==> config.mk <==
export PLATFORM = sky130hd
export DESIGN_NAME = bmp_modmul
export DESIGN_NICKNAME = d
export VERILOG_FILES = /design/src/hdl/bmp_pkg.sv /design/src/hdl/bmp_modmul.sv
export SDC_FILE = /design/constraint.sdc
export NUM_CORES = 2
export LEC_CHECK = 0
export BUFFER_PORTS_ARGS = -buffer_cell sky130_fd_sc_hd__buf_4
export CAP_MARGIN = 20
export CELL_PAD_IN_SITES_DETAIL_PLACEMENT = 1
export CELL_PAD_IN_SITES_GLOBAL_PLACEMENT = 1
export CORE_ASPECT_RATIO = 0.75
export CORE_MARGIN = 4
export CORE_UTILIZATION = 32
export DETAILED_ROUTE_END_ITERATION = 16
export GPL_ROUTABILITY_DRIVEN = 0
export PLACE_DENSITY_LB_ADDON = 0.3
export SKIP_CTS_REPAIR_TIMING = 1
export SLEW_MARGIN = 0
export SYNTH_ARGS = -nofsm -noshare
export SYNTH_HDL_FRONTEND = slang
export SYNTH_SLANG_ARGS = --single-unit
==> constraint.sdc <==
create_clock -name clk_i -period 8.1 [get_ports clk_i]
set_input_delay 1.62 -clock clk_i [delete_from_list [all_inputs] [get_ports clk_i]]
set_output_delay 1.62 -clock clk_i [all_outputs]
set_load 0.05 [all_outputs]
==> src/hdl/bmp_pkg.sv <==
// Shared constants and types for the binomial coefficient modulo prime block.
`default_nettype none
package bmp_pkg;

  // Width of a residue modulo the prime.
  localparam int unsigned VAL_W = 30;
  // Width of a full product of two residues.
  localparam int unsigned PROD_W = 2 * VAL_W;
  // Barrett reduction widths.
  localparam int unsigned MU_W = VAL_W + 1;
  localparam int unsigned T_W = 2 * MU_W;
  localparam int unsigned R_W = VAL_W + 2;
  // Number of exponent bits, one cell each.
  localparam int unsigned EXP_BITS = VAL_W;
  // Pipeline depth of one modular multiplier.
  localparam int unsigned MODMUL_STAGES = 4;

  localparam logic [VAL_W-1:0] PRIME_MOD = 30'd1000000007;
  localparam logic [VAL_W-1:0] FERMAT_EXP = PRIME_MOD - 30'd2;

  // Barrett constant floor(2^60 / p), computed at elaboration.
  localparam logic [63:0] MU_FULL = (64'd1 << PROD_W) / 64'(PRIME_MOD);
  localparam logic [MU_W-1:0] BARRETT_MU = MU_FULL[MU_W-1:0];

  localparam logic [R_W-1:0] PRIME_R = R_W'(PRIME_MOD);
  localparam logic [R_W-1:0] PRIME_R2 = R_W'(PRIME_MOD) << 1;

  // Side information that travels with each item down the pipeline.
  typedef struct packed {
    logic             valid;
    logic             zero;
    logic [VAL_W-1:0] numer;
  } bmp_tag_t;

endpackage
`default_nettype wire

==> src/hdl/bmp_modmul.sv <==
// Four-stage modular multiplier with Barrett reduction and a travelling tag.
`default_nettype none
module bmp_modmul (
  input  wire logic                          clk_i,
  input  wire logic                          rst_ni,
  input  wire logic                          en_i,
  input  wire logic     [bmp_pkg::VAL_W-1:0] a_i,
  input  wire logic     [bmp_pkg::VAL_W-1:0] b_i,
  input  wire bmp_pkg::bmp_tag_t             tag_i,
  output logic          [bmp_pkg::VAL_W-1:0] prod_o,
  output bmp_pkg::bmp_tag_t                  tag_o
);
  import bmp_pkg::*;

  logic [PROD_W-1:0] prod1_q;
  logic [R_W-1:0]    xlo2_q;
  logic [T_W-1:0]    t2_q;
  logic [R_W-1:0]    r3_q;
  logic [VAL_W-1:0]  res4_q;
  bmp_tag_t          tag_q [MODMUL_STAGES];

  logic [PROD_W-1:0] prod1_d;
  logic [T_W-1:0]    t2_d;
  logic [MU_W-1:0]   q3;
  logic [R_W-1:0]    qp3;
  logic [R_W-1:0]    r3_d;
  logic [VAL_W-1:0]  res4_d;

  // Stage one forms the full product.
  assign prod1_d = PROD_W'(a_i) * PROD_W'(b_i);

  // Stage two estimates the quotient from the upper product bits.
  assign t2_d = T_W'(prod1_q[PROD_W-1:VAL_W-1]) * T_W'(BARRETT_MU);

  // Stage three subtracts quotient times prime; the remainder is below 3p.
  assign q3   = t2_q[T_W-1:MU_W];
  assign qp3  = R_W'(R_W'(q3) * PRIME_R);
  assign r3_d = xlo2_q - qp3;

  // Stage four applies at most two corrections.
  always_comb begin
    if (r3_q >= PRIME_R2) begin
      res4_d = VAL_W'(r3_q - PRIME_R2);
    end else if (r3_q >= PRIME_R) begin
      res4_d = VAL_W'(r3_q - PRIME_R);
    end else begin
      res4_d = VAL_W'(r3_q);
    end
  end

  always_ff @(posedge clk_i) begin
    if (en_i) begin
      prod1_q <= prod1_d;
      xlo2_q  <= prod1_q[R_W-1:0];
      t2_q    <= t2_d;
      r3_q    <= r3_d;
      res4_q  <= res4_d;
    end
  end

  // The tag shifts in step with the data.
  always_ff @(posedge clk_i or negedge rst_ni) begin
    if (!rst_ni) begin
      for (int i = 0; i < MODMUL_STAGES; i++) begin
        tag_q[i] <= '0;
      end
    end else if (en_i) begin
      tag_q[0] <= tag_i;
      for (int i = 1; i < MODMUL_STAGES; i++) begin
        tag_q[i] <= tag_q[i-1];
      end
    end
  end

  assign prod_o = res4_q;
  assign tag_o  = tag_q[MODMUL_STAGES-1];

endmodule
`default_nettype wire

* Yosys cells after proc, flatten, opt, wreduce, memory -nomap -nowiden
Cells that the tools add are included.
** Operators by class
- Add/sub/neg operators :: 3
- Multiplexer cells :: 2
- Multipliers :: 3
- $lt $le $gt $ge :: 2
** Operators with widths (count)
- 30-bit by 30-bit multiplier with 60-bit output :: 1
- 30-bit 2-to-1 mux :: 2
- 30-bit subtractor, second input constant :: 2
- 31-bit by 28-bit multiplier with 59-bit output, second input constant :: 1
- 32-bit by 30-bit greater-or-equal comparator with 1-bit output, second input constant :: 1
- 32-bit by 31-bit greater-or-equal comparator with 1-bit output, second input constant :: 1
- 31-bit by 30-bit multiplier with 32-bit output, second input constant :: 1
- 32-bit subtractor :: 1
** Word-level totals
- Word-level logic and storage cells :: 27
- Register bits :: 341
- Bits of input ports :: 95
- Output and inout port bits :: 62

* Depth between registers and ports, before layout
- Depth in word-level cells :: 3
- Mapped depth :: 29

* Worst setup path before layout
OpenSTA, ideal clock, no wires.
- Path kind :: in2reg
- From :: input a_i[15] (netlist name)
- To :: register prod1_q[58], data pin
- Library setup time :: 263 ps
- Cell stages on the path :: 28
- Buffers on the path :: 1
- Slack :: -504 ps
- Arrival :: 8341 ps
- Data required time :: 7837 ps
- Path through :: clkbuf_1 > nand2_1 > fa_1 > inv_1 > fa_1 > inv_1 > fa_1 > inv_1 > fa_1 > inv_1 > fa_1 > inv_1 > fa_1 > fa_1 > inv_1 > fa_1 > inv_1 > ha_1 > a21o_1 > a21o_1 > a41oi_1 > o21ai_0 > a211o_1 > o211ai_1 > o31a_1 > o21bai_1 > a311oi_1 > xnor2_1
** On the way
- Longest elaborated chain between the ends :: 1
** RTL lines
- start: declaration :: line bmp_modmul.sv:7 : input wire logic [bmp_pkg::VAL_W-1:0] a_i,
- 30-bit by 30-bit multiplier with 60-bit output :: line bmp_modmul.sv:30 : assign prod1_d = PROD_W'(a_i) * PROD_W'(b_i);
- via prod1_d[58] :: line bmp_modmul.sv:22 : logic [PROD_W-1:0] prod1_d;
- end signal: assignment :: line bmp_modmul.sv:53 : prod1_q <= prod1_d;
- end: declaration :: line bmp_modmul.sv:15 : logic [PROD_W-1:0] prod1_q;
The timed path passes the listed nets, and every way through them passes these cells.
A chain may end at the register's enable or synchronous reset.

* Final worst setup path
- From :: input a_i[3] (netlist name)
- To :: register prod1_q[52], data pin
Same word-level chain as after synthesis.

==> impl_summary.md <==
Synthesis
The synthesized netlist cell count is 6156. The share of the Yosys chip area taken by registers is 13.9%. Ranked by total cell area, the synthesized netlist is headed by sky130_fd_sc_hd__fa_1 40%, sky130_fd_sc_hd__ha_1 16%, sky130_fd_sc_hd__inv_1 9.4%, sky130_fd_sc_hd__edfxtp_1 8.8%, sky130_fd_sc_hd__dfrtp_1 5.1%. The portion of synthesized cell area occupied by the leading cell type is 40.1%. Of all flip-flops after synthesis, the portion carrying an async set or reset was 40.9%.

The most instantiated library cell after synthesis is sky130_fd_sc_hd__inv_1. The post-synthesis average cell area is 10.2 um2. In this run the cell area of the synthesized design comes to 62900 um2. The number of warnings printed during yosys synthesis is 0. In this run, synthesis inferred 185 flip-flops with an integrated enable. In this run, synthesis produced a sequential element count of 313. The number of nets in the synthesized netlist is 8295.

For this run, the leading register cell type out of synthesis is sky130_fd_sc_hd__edfxtp_1. By count the netlist is led by 1582 x sky130_fd_sc_hd__inv_1, 1260 x sky130_fd_sc_hd__fa_1, 784 x sky130_fd_sc_hd__ha_1, 500 x sky130_fd_sc_hd__nand2_1, 492 x sky130_fd_sc_hd__and2_1. The biggest area consumer among synthesized cells is sky130_fd_sc_hd__fa_1. The number of distinct library cells after synthesis is 80.

GRT
Global routing finished with a remaining overflow of 0. The number of antenna violations at the first check in global routing came to 2. The overall track demand over capacity in global routing is 18.0%. Entering global routing, the biggest net connects 151 pins. The first global-routing pass estimated 286000 um of wire. The number of global-route vias before repair is 47382.

Clock tree
The maximum root-to-sink buffer count is 3. After clock tree synthesis, the clock-pin slew on the worst setup and hold paths is 0.06 ns. CTS placed an instance of sky130_fd_sc_hd__clkbuf_16 at the clock tree root. The total clock buffers created by CTS is 37. CTS saw 313 sinks. TritonCTS built the clock tree. The clock latency of the later-clocked register in the worst-skew pair is 0.57 ns. The level count of the clock H-tree is 2.

STA
The routed design could run at a clock period as short as 8.30 ns. The number of pins with negative max-slew slack in the final report was 0. The final critical path takes up 103% of the cycle. On the final layout, the worst clock skew is 0.0178 ns. Setup repair after global routing could not meet its margin everywhere. The worst max-slew margin expressed relative to the limit is 37.2%.

Across all setup checks in the final design, the least slack found is -0.204 ns. The peak clock frequency supported by timing is 120 MHz. The number of hold violations in the final report is 0. The setup total negative slack is -1.22 ns. The count of final setup violators is 12. For the pin with the worst max-slew slack, the measured transition is 0.942 ns.

Floorplan
The die covers 204000 um2. Row generation in the floorplan step produced 140 rows. In this run the count of I/O pins placed on the die edge is 157.

The starting density of the core is 32.3%. The die is 392 um tall. The die width is 520 um. The area of the core region is 195000 um2.

Layout
Registers take 8760 um2. The area of the multi-input gates is 47900 um2. The filler cells instantiated in the layout total 21955. In the final design database the tool counted 8618 nets. The post-route cell area is 71800 um2. The proportion of layout cells with a drive suffix above 1 is 14.1%. The post-layout utilization of the core is 36.9%.

Relative to the synthesized area, the layout overhead comes to 14.3%.

Run status
The checks that failed: setup timing. The run finished, with violations left.

Setup path
Data arrives at the worst endpoint at 8.61 ns. By instance count, the cell type seen most on the critical path is sky130_fd_sc_hd__fa_1. Of all nets on the critical path, the largest fanout is 22.

The type of element launching the critical path is a primary input. The worst setup path is captured at a flop. The worst endpoint required time is 8.40 ns.

The startpoint-to-endpoint class of the critical path is in -> reg. In this design, the stage delay of the slowest critical-path cell is 0.61 ns. The largest individual stage delay along the critical path comes from the cell sky130_fd_sc_hd__fa_1.

Run
The tool flagged a number of max-cap violations equal to 0.

Drt
For this block, the via count after detailed routing is 42046. After detailed routing, the number of vias per cell comes to 4.60. The total wire length is 181000 um. The remaining antenna violation count after routing is 0.

The routed length per placed instance is 19.9 um. For this run, the detailed router's first-pass iteration total came to 5. The detailed router's first-iteration violation count is 2292. In the routed design, unresolved DRC markers number 0.

Placement
The detailed placer's ending HPWL is 156000 um. Port buffering added 156 buffers. The placed instances occupy a cell area of 69200 um2.

Min path
The class of the most critical hold timing path is reg -> reg.
-- placed cells by master (no fill, tap or decap), drive strengths merged, types with 18 or more instances in the layout --
| cell | count |
|---|---|
| nand3 | 36 |
| xor2 | 53 |
| a31oi | 22 |
| buf | 529 |
| inv | 1588 |
| dfrtp | 128 |
| and2 | 492 |
| nand2 | 500 |
| clkbuf | 58 |
| o21bai | 22 |
| fa | 1260 |
| o21a | 18 |
| xnor2 | 128 |
| edfxtp | 185 |
| nor3 | 19 |
| mux2 | 128 |
| ha | 784 |
| a21o | 73 |
| o21ai | 79 |
| and3 | 18 |
| a21oi | 130 |
| nor2 | 78 |
-- flip-flops by register name (all words and copies together), names as in the netlist --
name     flops
prod_o      30
t2_q        31
tag_o       32
r3_q        32
xlo2_q      32
tag_q       96
prod1_q     60
-- cells by family after synthesis --
| family | count (synthesis) | share of synthesized area, % |
|---|---|---|
| and+or+nand+nor | 1220 | 9.82 |
| DFF | 313 | 13.9 |
| adders and majority gates | 2045 | 55.7 |
| muxes | 131 | 2.34 |
| AOI/OAI and AO/OA | 434 | 4.48 |
| xor gates and xnor gates | 181 | 2.52 |
| buffers and inverters | 1832 | 11.2 |
-- routing by layer --
layer	global-route usage, %	wire length (um)	vias up
li1	-	-	19215
met1	28.5	94900	22010
met2	26.5	75700	739
met3	2.77	9450	82
met4	1.55	1400	0
met5	0	0	-
-- final timing paths --
check                            start          end  slack, ns  cells after the start
max                             a_i[3]  prod1_q[52]      -0.20                     25
min                        prod1_q[18]   xlo2_q[18]       0.42                      0
max reg2reg                prod1_q[42]     t2_q[58]       0.45                     23
min reg2reg                prod1_q[18]   xlo2_q[18]       0.42                      0
max in group asynchronous       rst_ni    tag_q[95]       5.61                      2
min in group asynchronous       rst_ni   tag_q[113]       1.07                      1
-- cell type report --
cell class              count  area share, %
clock inverters            14          0.181
repair buffers            534           6.66
flip-flops and latches    313           12.2
inverters                1582           8.27
well taps                2627           4.58
multi-input cells        4011           66.7
diodes                      2        0.00697
clock buffers              53           1.44
-- critical path: cells and delay by family --
family / cells / cell delay (ns)
compound gates: 4 / 0.94
xor+xnor: 1 / 0.10
fa+ha+maj: 9 / 4.53
buf+inv: 7 / 0.76
simple gates: 4 / 0.60
-- per-stage QoR --
stage,hold WS [ns],instances,setup slack (ns)
after floorplan,0.400,6156,-0.242
after global placement,0.401,9036,-0.903
after detailed placement,0.405,9037,-1.08
after CTS,0.419,9104,-0.513
after global routing,0.425,9134,-0.413
final,0.417,9136,-0.204
Power is not shown: default switching activity piles up to over one toggle a cycle in this logic, so the estimate is an artifact.
